==> src/rtl/motor_drive_fault_protection_top_assert.svh <==
// Assertion macros for the fault protection block.
// Each macro takes a label, an antecedent and a consequent.
`ifndef MOTOR_DRIVE_FAULT_PROTECTION_TOP_ASSERT_SVH
`define MOTOR_DRIVE_FAULT_PROTECTION_TOP_ASSERT_SVH

`ifndef SYNTHESIS

`define MDFP_ASSERT_SAME(name, ante, cons) \
   name: assert property (@(posedge clock) disable iff (reset) (ante) |-> (cons)) \
      else $error("mdfp assertion failed");

`define MDFP_ASSERT_NEXT(name, ante, cons) \
   name: assert property (@(posedge clock) disable iff (reset) (ante) |=> (cons)) \
      else $error("mdfp assertion failed");

`else

`define MDFP_ASSERT_SAME(name, ante, cons)

`define MDFP_ASSERT_NEXT(name, ante, cons)

`endif

`endif

==> src/rtl/mdfp_pkg.sv <==
package mdfp_pkg;

   // Protection state codes.
   localparam logic [1:0] ST_OFF  = 2'd0;
   localparam logic [1:0] ST_OK   = 2'd1;
   localparam logic [1:0] ST_FAIL = 2'd2;

   // Kind of request beat carried on tuser.
   localparam logic FUNC_SAMPLE = 1'b0;
   localparam logic FUNC_TICK   = 1'b1;

   // Drive control modes.
   localparam logic [1:0] MODE_STOPPED = 2'd0;
   localparam logic [1:0] MODE_RUNNING = 2'd1;

   // Configuration register indexes.
   localparam logic [2:0] REG_CURRENT_LIMIT  = 3'd0;
   localparam logic [2:0] REG_SPEED_LIMIT    = 3'd1;
   localparam logic [2:0] REG_VOLTAGE_HIGH   = 3'd2;
   localparam logic [2:0] REG_VOLTAGE_LOW    = 3'd3;
   localparam logic [2:0] REG_TEMP_LIMIT     = 3'd4;
   localparam logic [2:0] REG_FAULT_MASK_LOW = 3'd5;
   localparam logic [2:0] REG_FAULT_MASK_HI  = 3'd6;

   localparam logic [15:0] POWERUP_TICKS = 16'd5000;
   localparam logic [15:0] COUNT_MAX     = 16'hFFFF;

   // Fault bit positions in the low word.
   localparam int unsigned FL_TRIP     = 0;
   localparam int unsigned FL_DC_HIGH  = 1;
   localparam int unsigned FL_DC_LOW   = 2;
   localparam int unsigned FL_TEMP     = 3;
   localparam int unsigned FL_RESTORE  = 4;
   // Fault bit positions in the high word.
   localparam int unsigned FH_SWITCH   = 0;
   localparam int unsigned FH_CURRENT  = 4;
   localparam int unsigned FH_SPEED    = 7;

   localparam int unsigned REQ_DATA_W = 208;
   localparam int unsigned RSP_DATA_W = 48;

   // Request payload, last declared field in the lowest bits.
   typedef struct packed {
      logic [5:0]         pad;
      logic               restore_error;
      logic               reset_request;
      logic [1:0]         control_mode;
      logic signed [31:0] temperature;
      logic signed [31:0] dc_voltage;
      logic signed [31:0] motor_speed;
      logic signed [31:0] current_c;
      logic signed [31:0] current_b;
      logic signed [31:0] current_a;
      logic [4:0]         driver_faults_n;
      logic               pwm_fault;
   } req_fields_type;

   // Result payload, last declared field in the lowest bits.
   typedef struct packed {
      logic [2:0]  pad;
      logic [5:0]  log_code;
      logic        log_valid;
      logic [15:0] masked_faults_high;
      logic [15:0] masked_faults_low;
      logic        clear_driver_fault;
      logic        clear_commands;
      logic        pwm_off;
      logic        fault_indicator;
      logic [1:0]  prot_state;
   } rsp_fields_type;

endpackage

==> src/rtl/motor_drive_fault_protection_top.sv <==
// Motor drive fault protection supervisor.
//
// Request beats arrive on the req_ stream. tuser selects the kind of beat:
// a fast protection sample latches sticky faults, masks them and runs the
// off/ok/fail state machine; a millisecond tick scans one of the 32 masked
// fault bits and reports a newly set one as a log code. Every request beat
// gives exactly one response beat on the rsp_ stream.
// A beat passes an input register and then the response register, which
// holds its response. One beat is taken every cycle while the receiver
// takes the responses; the supervisor state is updated once per beat in
// the cycle the beat moves into the response register.
// The user writes limits and fault masks through the csr_ port only while no
// beat is in flight; the block itself does not enforce this.
// Reset clears the pipeline and all fault state and puts the supervisor in
// off, where it clears the faults and counts fast samples before moving to
// ok. When the receiver holds rsp_tready low, the response register holds
// its beat, the input register fills, and req_tready then drops.
`include "motor_drive_fault_protection_top_assert.svh"

module motor_drive_fault_protection_top
   import mdfp_pkg::*;
(
   input  logic                  clock,
   input  logic                  reset,
   input  logic                  req_tvalid,
   output logic                  req_tready,
   // pwm_fault, driver_faults_n, current_a, current_b, current_c,
   // motor_speed, dc_voltage, temperature, control_mode, reset_request,
   // restore_error, zero pad
   input  logic [REQ_DATA_W-1:0] req_tdata,
   // func
   input  logic                  req_tuser,
   output logic                  rsp_tvalid,
   input  logic                  rsp_tready,
   // prot_state, fault_indicator, pwm_off, clear_commands,
   // clear_driver_fault, masked_faults_low, masked_faults_high, log_valid,
   // log_code, zero pad
   output logic [RSP_DATA_W-1:0] rsp_tdata,
   input  logic                  csr_we,
   input  logic [2:0]            csr_index,
   input  logic [31:0]           csr_wdata
);

   // Configuration registers.
   logic [30:0]        current_limit_ff;
   logic [30:0]        speed_limit_ff;
   logic signed [31:0] voltage_high_ff;
   logic signed [31:0] voltage_low_ff;
   logic signed [31:0] temp_limit_ff;
   logic [15:0]        mask_low_ff;
   logic [15:0]        mask_high_ff;

   // Pipeline.
   logic               s1_valid_ff;
   logic               s1_func_ff;
   req_fields_type     s1_data_ff;
   logic               s1_adv;
   logic               rsp_valid_ff;
   rsp_fields_type     rsp_data_ff;
   rsp_fields_type     rsp_data_in;

   // Supervisor state.
   logic [1:0]  prot_mode_ff, prot_mode_in;
   logic        entry_pending_ff, entry_pending_in;
   logic [15:0] powerup_count_ff, powerup_count_in;
   logic [15:0] fault_low_ff, fault_low_in;
   logic [15:0] fault_high_ff, fault_high_in;
   logic [15:0] masked_low_ff, masked_low_in;
   logic [15:0] masked_high_ff, masked_high_in;
   logic [15:0] logged_low_ff, logged_low_in;
   logic [15:0] logged_high_ff, logged_high_in;
   logic [4:0]  scan_index_ff, scan_index_in;
   logic        fault_ind_ff, fault_ind_in;

   assign s1_adv     = s1_valid_ff && (!rsp_valid_ff || rsp_tready);
   assign req_tready = !s1_valid_ff || s1_adv;
   assign rsp_tvalid = rsp_valid_ff;
   assign rsp_tdata  = rsp_data_ff;

   always_ff @(posedge clock) begin
      if (reset) begin
         current_limit_ff <= '0;
         speed_limit_ff   <= '0;
         voltage_high_ff  <= '0;
         voltage_low_ff   <= '0;
         temp_limit_ff    <= '0;
         mask_low_ff      <= '0;
         mask_high_ff     <= '0;
      end else if (csr_we) begin
         case (csr_index)
            REG_CURRENT_LIMIT:  current_limit_ff <= csr_wdata[30:0];
            REG_SPEED_LIMIT:    speed_limit_ff   <= csr_wdata[30:0];
            REG_VOLTAGE_HIGH:   voltage_high_ff  <= csr_wdata;
            REG_VOLTAGE_LOW:    voltage_low_ff   <= csr_wdata;
            REG_TEMP_LIMIT:     temp_limit_ff    <= csr_wdata;
            REG_FAULT_MASK_LOW: mask_low_ff      <= csr_wdata[15:0];
            REG_FAULT_MASK_HI:  mask_high_ff     <= csr_wdata[15:0];
            default: ;
         endcase
      end
   end

   always_comb begin
      logic signed [32:0] lim_pos;
      logic signed [32:0] lim_neg;
      logic signed [32:0] ia, ib, ic, spd, spd_abs;
      logic [15:0]        fwl, fwh;
      logic [15:0]        sel_word, sel_logged;
      logic [3:0]         bit_pos;
      logic               entry, rst, trip_en;

      lim_pos  = {2'b00, current_limit_ff};
      lim_neg  = -lim_pos;
      ia       = {s1_data_ff.current_a[31], s1_data_ff.current_a};
      ib       = {s1_data_ff.current_b[31], s1_data_ff.current_b};
      ic       = {s1_data_ff.current_c[31], s1_data_ff.current_c};
      spd      = {s1_data_ff.motor_speed[31], s1_data_ff.motor_speed};
      spd_abs  = spd[32] ? -spd : spd;
      fwl      = fault_low_ff;
      fwh      = fault_high_ff;
      entry    = entry_pending_ff;
      rst      = s1_data_ff.reset_request;
      trip_en  = s1_data_ff.control_mode != MODE_STOPPED &&
                 s1_data_ff.control_mode != MODE_RUNNING;
      bit_pos  = scan_index_ff[3:0];
      sel_word   = scan_index_ff[4] ? masked_high_ff : masked_low_ff;
      sel_logged = scan_index_ff[4] ? logged_high_ff : logged_low_ff;

      prot_mode_in     = prot_mode_ff;
      entry_pending_in = entry_pending_ff;
      powerup_count_in = powerup_count_ff;
      fault_low_in     = fault_low_ff;
      fault_high_in    = fault_high_ff;
      masked_low_in    = masked_low_ff;
      masked_high_in   = masked_high_ff;
      logged_low_in    = logged_low_ff;
      logged_high_in   = logged_high_ff;
      scan_index_in    = scan_index_ff;
      fault_ind_in     = fault_ind_ff;
      rsp_data_in      = '0;

      if (s1_func_ff == FUNC_TICK) begin
         if (sel_word[bit_pos]) begin
            if (!sel_logged[bit_pos]) begin
               rsp_data_in.log_valid = 1'b1;
               rsp_data_in.log_code  = {1'b0, scan_index_ff} + 6'd1;
               sel_logged[bit_pos]   = 1'b1;
            end
         end else begin
            sel_logged[bit_pos] = 1'b0;
         end
         if (scan_index_ff[4]) begin
            logged_high_in = sel_logged;
         end else begin
            logged_low_in = sel_logged;
         end
         scan_index_in = scan_index_ff + 5'd1;
         if (s1_data_ff.restore_error) begin
            fault_low_in[FL_RESTORE] = 1'b1;
         end
      end else begin
         if ((s1_data_ff.pwm_fault && trip_en) || !s1_data_ff.driver_faults_n[0]) begin
            fwl[FL_TRIP] = 1'b1;
         end
         fwh[FH_SWITCH +: 4] = fwh[FH_SWITCH +: 4] | ~s1_data_ff.driver_faults_n[4:1];
         if (ia > lim_pos || ia < lim_neg) fwh[FH_CURRENT]     = 1'b1;
         if (ib > lim_pos || ib < lim_neg) fwh[FH_CURRENT + 1] = 1'b1;
         if (ic > lim_pos || ic < lim_neg) fwh[FH_CURRENT + 2] = 1'b1;
         if (spd_abs > {2'b00, speed_limit_ff}) fwh[FH_SPEED] = 1'b1;
         if (s1_data_ff.dc_voltage > voltage_high_ff) fwl[FL_DC_HIGH] = 1'b1;
         if (s1_data_ff.dc_voltage < voltage_low_ff &&
             s1_data_ff.control_mode != MODE_STOPPED) begin
            fwl[FL_DC_LOW] = 1'b1;
         end
         if (s1_data_ff.temperature > temp_limit_ff) fwl[FL_TEMP] = 1'b1;

         masked_low_in    = fwl & mask_low_ff;
         masked_high_in   = fwh & mask_high_ff;
         entry_pending_in = 1'b0;
         fault_low_in     = fwl;
         fault_high_in    = fwh;

         case (prot_mode_ff)
            ST_OK: begin
               if (entry) fault_ind_in = 1'b0;
               if ((masked_low_in | masked_high_in) != 16'd0) begin
                  prot_mode_in     = ST_FAIL;
                  entry_pending_in = 1'b1;
               end
            end
            ST_FAIL: begin
               if (entry) rsp_data_in.clear_commands = 1'b1;
               fault_ind_in        = 1'b1;
               rsp_data_in.pwm_off = 1'b1;
               if (rst) begin
                  prot_mode_in                   = ST_OK;
                  entry_pending_in               = 1'b1;
                  rsp_data_in.clear_driver_fault = 1'b1;
                  rsp_data_in.clear_commands     = 1'b1;
                  fault_low_in                   = '0;
                  fault_high_in                  = '0;
               end
            end
            default: begin
               // Off, and the unused code, hold the faults clear while the
               // power-up count runs.
               fault_low_in  = '0;
               fault_high_in = '0;
               if (powerup_count_ff != COUNT_MAX) begin
                  powerup_count_in = powerup_count_ff + 16'd1;
               end
               if (powerup_count_ff > POWERUP_TICKS || powerup_count_ff == COUNT_MAX) begin
                  prot_mode_in     = ST_OK;
                  entry_pending_in = 1'b1;
               end
            end
         endcase
      end

      rsp_data_in.prot_state         = prot_mode_in;
      rsp_data_in.fault_indicator    = fault_ind_in;
      rsp_data_in.masked_faults_low  = masked_low_in;
      rsp_data_in.masked_faults_high = masked_high_in;
   end

   always_ff @(posedge clock) begin
      if (reset) begin
         s1_valid_ff      <= 1'b0;
         rsp_valid_ff     <= 1'b0;
         prot_mode_ff     <= ST_OFF;
         entry_pending_ff <= 1'b1;
         powerup_count_ff <= '0;
         fault_low_ff     <= '0;
         fault_high_ff    <= '0;
         masked_low_ff    <= '0;
         masked_high_ff   <= '0;
         logged_low_ff    <= '0;
         logged_high_ff   <= '0;
         scan_index_ff    <= '0;
         fault_ind_ff     <= 1'b0;
      end else begin
         if (req_tready) begin
            s1_valid_ff <= req_tvalid;
         end
         if (s1_adv) begin
            rsp_valid_ff     <= 1'b1;
            prot_mode_ff     <= prot_mode_in;
            entry_pending_ff <= entry_pending_in;
            powerup_count_ff <= powerup_count_in;
            fault_low_ff     <= fault_low_in;
            fault_high_ff    <= fault_high_in;
            masked_low_ff    <= masked_low_in;
            masked_high_ff   <= masked_high_in;
            logged_low_ff    <= logged_low_in;
            logged_high_ff   <= logged_high_in;
            scan_index_ff    <= scan_index_in;
            fault_ind_ff     <= fault_ind_in;
         end else if (rsp_tready) begin
            rsp_valid_ff <= 1'b0;
         end
      end
   end

   always_ff @(posedge clock) begin
      if (req_tvalid && req_tready) begin
         s1_func_ff <= req_tuser;
         s1_data_ff <= req_tdata;
      end
      if (s1_adv) begin
         rsp_data_ff <= rsp_data_in;
      end
   end

   `MDFP_ASSERT_SAME(a_tick_no_drive_cmd,
      rsp_tvalid && rsp_data_ff.log_valid,
      !rsp_data_ff.pwm_off && !rsp_data_ff.clear_commands && !rsp_data_ff.clear_driver_fault)
   `MDFP_ASSERT_SAME(a_drv_clear_to_ok,
      rsp_tvalid && rsp_data_ff.clear_driver_fault,
      rsp_data_ff.prot_state == ST_OK && rsp_data_ff.clear_commands)
   `MDFP_ASSERT_SAME(a_pwm_off_flags_fault,
      rsp_tvalid && rsp_data_ff.pwm_off,
      rsp_data_ff.fault_indicator)
   `MDFP_ASSERT_NEXT(a_fail_holds,
      s1_adv && s1_func_ff == FUNC_SAMPLE && prot_mode_ff == ST_FAIL &&
      !s1_data_ff.reset_request,
      prot_mode_ff == ST_FAIL)

endmodule

==> config.mk <==
export PLATFORM = sky130hd
export DESIGN_NAME = motor_drive_fault_protection_top
export DESIGN_NICKNAME = d
export VERILOG_FILES = /design/src/rtl/mdfp_pkg.sv /design/src/rtl/motor_drive_fault_protection_top.sv
export VERILOG_INCLUDE_DIRS = /design/src /design/src/rtl
export SDC_FILE = /design/constraint.sdc
export NUM_CORES = 1
export LEC_CHECK = 0
export BUFFER_PORTS_ARGS = -buffer_cell sky130_fd_sc_hd__buf_2
export CAP_MARGIN = 15
export CORE_ASPECT_RATIO = 0.6
export CORE_MARGIN = 5
export CORE_UTILIZATION = 45
export CTS_CLUSTER_SIZE = 40
export DETAILED_ROUTE_END_ITERATION = 6
export PLACE_DENSITY = 0.73
export SETUP_SLACK_MARGIN = 0.02
export SLEW_MARGIN = 0
export SYNTH_ARGS = -nofsm -noshare
export SYNTH_HDL_FRONTEND = slang
export SYNTH_SLANG_ARGS = --single-unit
==> constraint.sdc <==
create_clock -name clock -period 9.04 [get_ports clock]
set_clock_uncertainty 0.1 [all_clocks]
set_input_delay 1.356 -clock clock [delete_from_list [all_inputs] [get_ports clock]]
set_output_delay 1.356 -clock clock [all_outputs]
set_load 0.05 [all_outputs]
==> impl_metrics.csv <==
group,metric,value,unit
yosys,synth_xor_area_share,2.362,%
yosys,yosysTopAreaCell,"edfxtp_1",
die,dieHeight,201.3,um
global_routing,grt_overflow,0,
power_and_ir_drop,leakagePower,11.89,nW
yosys,ys_types,88,
clock_network,postCtsResizedCells,0,
yosys,synth_compound_area_share,13.97,%
yosys,synth_edf_count,248,
min_path,hold_depth,2,
job,cap_viol_max_count,0,
place,port_buffers,289,
route,drc,0,
route,routed_via_density,5.512,
power_and_ir_drop,cellPowerDensity,179.2,nW/um2
die,num_rows,70,
yosys,yosysWarnings,0,
die,initial_core_util,45.26,%
setup_path,endpoint_kind,"flip-flop",
place,dp_hpwl,58960,um
clock_network,cts.path.max_buffers,3,
yosys,syn_area,27430,um2
setup_path,r2r_cells,19,
global_routing,antenna_found_initial,5,
global_routing,grt_pass1_vias,20230,
cells_and_area,area_growth_syn_to_layout,13.99,%
yosys,yosysSeqAreaShare,47.21,%
cells_and_area,finalInstanceArea,31270,um2
die,core_area,60610,um2
die,die_w,328.8,um
yosys,netlist_instances,2825,
setup_path,critPathLaunchType,"flip-flop",
route,drt_wl_total,79480,um
setup_path,crit_start,"current_limit_ff[7]",
die,design.die.area,66160,um2
route,vias,21790,
place,numPlacedInstances,3858,
route,drt.antenna.violating_nets,0,
cells_and_area,num-fill-cells,5571,
yosys,ys_top_cells_by_area,"edfxtp_1 (27%), dfxtp_1 (20%), ha_1 (15%)",
cells_and_area,final_cell_count_no_fill,3953,
yosys,synthAdderAreaFrac,14.55,%
sta,fmax,145.6,MHz
yosys,ys.flop_type,"dfxtp_1",
sta,slew_viol_final,0,
setup_path,crit_type,"flip-flop to flip-flop",
global_routing,grt_pass1_wl,119400,um
setup_path,critPathArrivalTime,7120,ps
setup_path,reg2reg_slack,2170,ps
clock_network,clk_pin_slew,60,ps
route,wl_per_cell,20.11,um
setup_path,cp_max_fo,7,
min_path,min-delay-start,"voltage_high_ff[18]",
sta,fin_crit,6867,ps
sta,rsz0062_at_grt,"no",
route,drtPass1Iterations,5,
yosys,synthMuxAreaShare,1.797,%
place,dpl_cell_area,29630,um2
die,ioPinCount,299,
power_and_ir_drop,ir_drop,0.1367,mV
sta,slew-limit-headroom,21.35,%
clock_network,cts_setup_buffers,0,
sta,setup_viol,0,
min_path,hold_path.class,"flip-flop to flip-flop",
sta,min_period_over_period,75.96,%
yosys,synth_area_per_cell,9.711,um2
global_routing,grt_start_max_net_pins,115,
clock_network,cts-root-buf,"clkbuf_16",
sta,worst_pin_slew,1177,ps
min_path,hold_end,"voltage_high_ff[18]",
yosys,synth-async-reset-ratio,0,%
clock_network,htree_levels,2,
status,status,"finished clean",
clock_network,clock-sinks,523,
sta,finalHoldViolCount,0,
setup_path,timing.rr.end,"rsp_tdata[0]",
yosys,synth_seq_cells,523,
cells_and_area,drive_gt1_share,14.21,%
yosys,synth_top_family_by_area,"simple AND/OR/NAND/NOR gates",
place,gp_congestion,0.9598,
setup_path,r2r_start,"current_limit_ff[7]",
yosys,yosysTopAreaCellShare,27.15,%
clock_network,postCtsHoldBufs,0,
clock_network,cts_buffers,50,
cells_and_area,final_nets,3652,
clock_network,cts_tree,"built",
sta,totalNegativeSetupSlack,0,ps
setup_path,cp.required,9300,ps
global_routing,gr-usage-all-layers,23.22,%
yosys,synthSimpleGateAreaFrac,15.83,%
clock_network,clock_latency,620,ps
route,drtIter0Drc,2279,
[area by class of cell]
class | count | area, um2 | share of cell area [%]
sequential | 523 | 12950 | 41.42
clock inverter | 24 | 231.5 | 0.7402
inverter | 197 | 739.5 | 2.365
antenna | 1 | 2.502 | 0.008002
multi-input combinational | 2005 | 13330 | 42.64
clock buffer | 68 | 1364 | 4.361
tap | 828 | 1036 | 3.313
timing repair buffer | 307 | 1612 | 5.153
[worst max-delay path by stage]
stage / endpoint / cells after the start
finish: rsp_tdata[0] / 19
global route: rsp_tdata[0] / 19
CTS: rsp_tdata[0] / 19
detailed placement: rsp_tdata[0] / 19
global placement: rsp_tdata[0] / 19
floorplan: s1_data_ff[0] / 3
[sequential cells by signal, summed over array words and instances (netlist names), 2 cells and up]
register          cells
current_limit_ff     31
mask_low_ff           5
powerup_count_ff     16
masked_high_ff       16
s1_data_ff          202
prot_mode_ff          2
scan_index_ff         5
masked_low_ff        16
logged_high_ff       16
temp_limit_ff        32
fault_low_ff          5
logged_low_ff        16
voltage_low_ff       32
speed_limit_ff       31
rsp_tdata            45
voltage_high_ff      32
fault_high_ff         8
mask_high_ff          8
[critical path: stages (launching register included)]
cell,delay (ps)
dfxtp_1,400
or4_1,610
nand4b_1,410
or2_2,420
or3_1,400
nand2b_1,310
or4_1,520
nor4_1,260
xnor2_1,280
ha_1,350
a21o_1,190
nand2_1,60
o2111ai_1,130
or3_1,410
a31o_2,230
o311ai_0,740
nand2_1,300
nand4_4,190
o311ai_2,100
a21boi_1,190
[cell families (layout without fill, tap and decap cells)]
group	after synthesis	count (layout)
buffers and inverters	299	596
other	1	4
xor gates and xnor gates	74	74
AOI/OAI and AO/OA	628	628
muxes	29	29
DFF	523	523
adders and majority gates	319	319
and+or+nand+nor	952	952
[power breakdown]
part	switching [mW]	internal (mW)
Clock	0.961	1.15
Combinational	0.535	0.323
Sequential	0.0626	2.57
[Yosys cell counts, types with 4 or more instances]
master,n
buf_1,6
or4_4,4
mux2i_1,11
a22oi_1,8
and2_1,54
a221oi_1,18
o21ai_0,80
ha_1,319
a31oi_1,12
or3_1,19
a21o_1,53
nand2_1,521
mux4_2,16
o21a_1,10
nand3_1,47
or4_1,5
dfxtp_1,275
nor4_1,8
xnor2_1,62
edfxtp_1,248
o211ai_1,13
a211oi_1,17
nand4_1,54
nand2b_1,13
clkbuf_1,89
o2111ai_1,10
and4_1,4
o22ai_1,4
inv_1,196
nor2_1,124
or2_2,10
and3_1,7
o31ai_1,16
nor2b_1,29
nor3_1,31
nand4b_1,4
a21oi_1,330
xor2_1,12
[layer usage]
layer / wire length [um] / up-vias / global-route usage (%) / part of all wire, %
met1: 38720 / 10260 / 36.45 / 49
met3: 7730 / 112 / 5.702 / 9.7
met4: 1431 / 8 / 4.819 / 1.8
li1: - / 10570 / - / -
met5: 49 / - / 0 / 0.062
met2: 31540 / 839 / 32.14 / 40
[placed cells by master (no fill, tap or decap), drive strengths merged, types with 10 or more instances in the layout]
cell type	n
o31ai	16
mux2i	11
o2111ai	10
nand2b	13
mux4	16
ha	319
a221oi	18
clkbuf	68
dfxtp	275
clkinv	18
a31oi	12
nor2b	29
nor2	124
nand2	521
a21o	54
xnor2	62
or3	23
nand3	47
inv	200
nand4	55
buf	307
nor3	32
o21ai	83
or4	11
a211oi	17
o21a	10
o211ai	13
or2	10
a21oi	331
xor2	12
and2	54
edfxtp	248
[per-stage QoR]
stage | hold WS (ps) | total power, mW | utilization, % | worst slack (ps)
finish | 353.1 | 5.602 | 51.60 | 2173
global route | 365.7 | 5.849 | 51.60 | 1996
detailed placement | 346.3 | 3.514 | 48.90 | 2345
global placement | 342.5 | 3.498 | 48.90 | 2464
CTS | 355.2 | 5.629 | 51.53 | 2304
floorplan | 332.9 | 3.218 | - | 1874
Note: power is estimated with default switching activity, not from simulation.
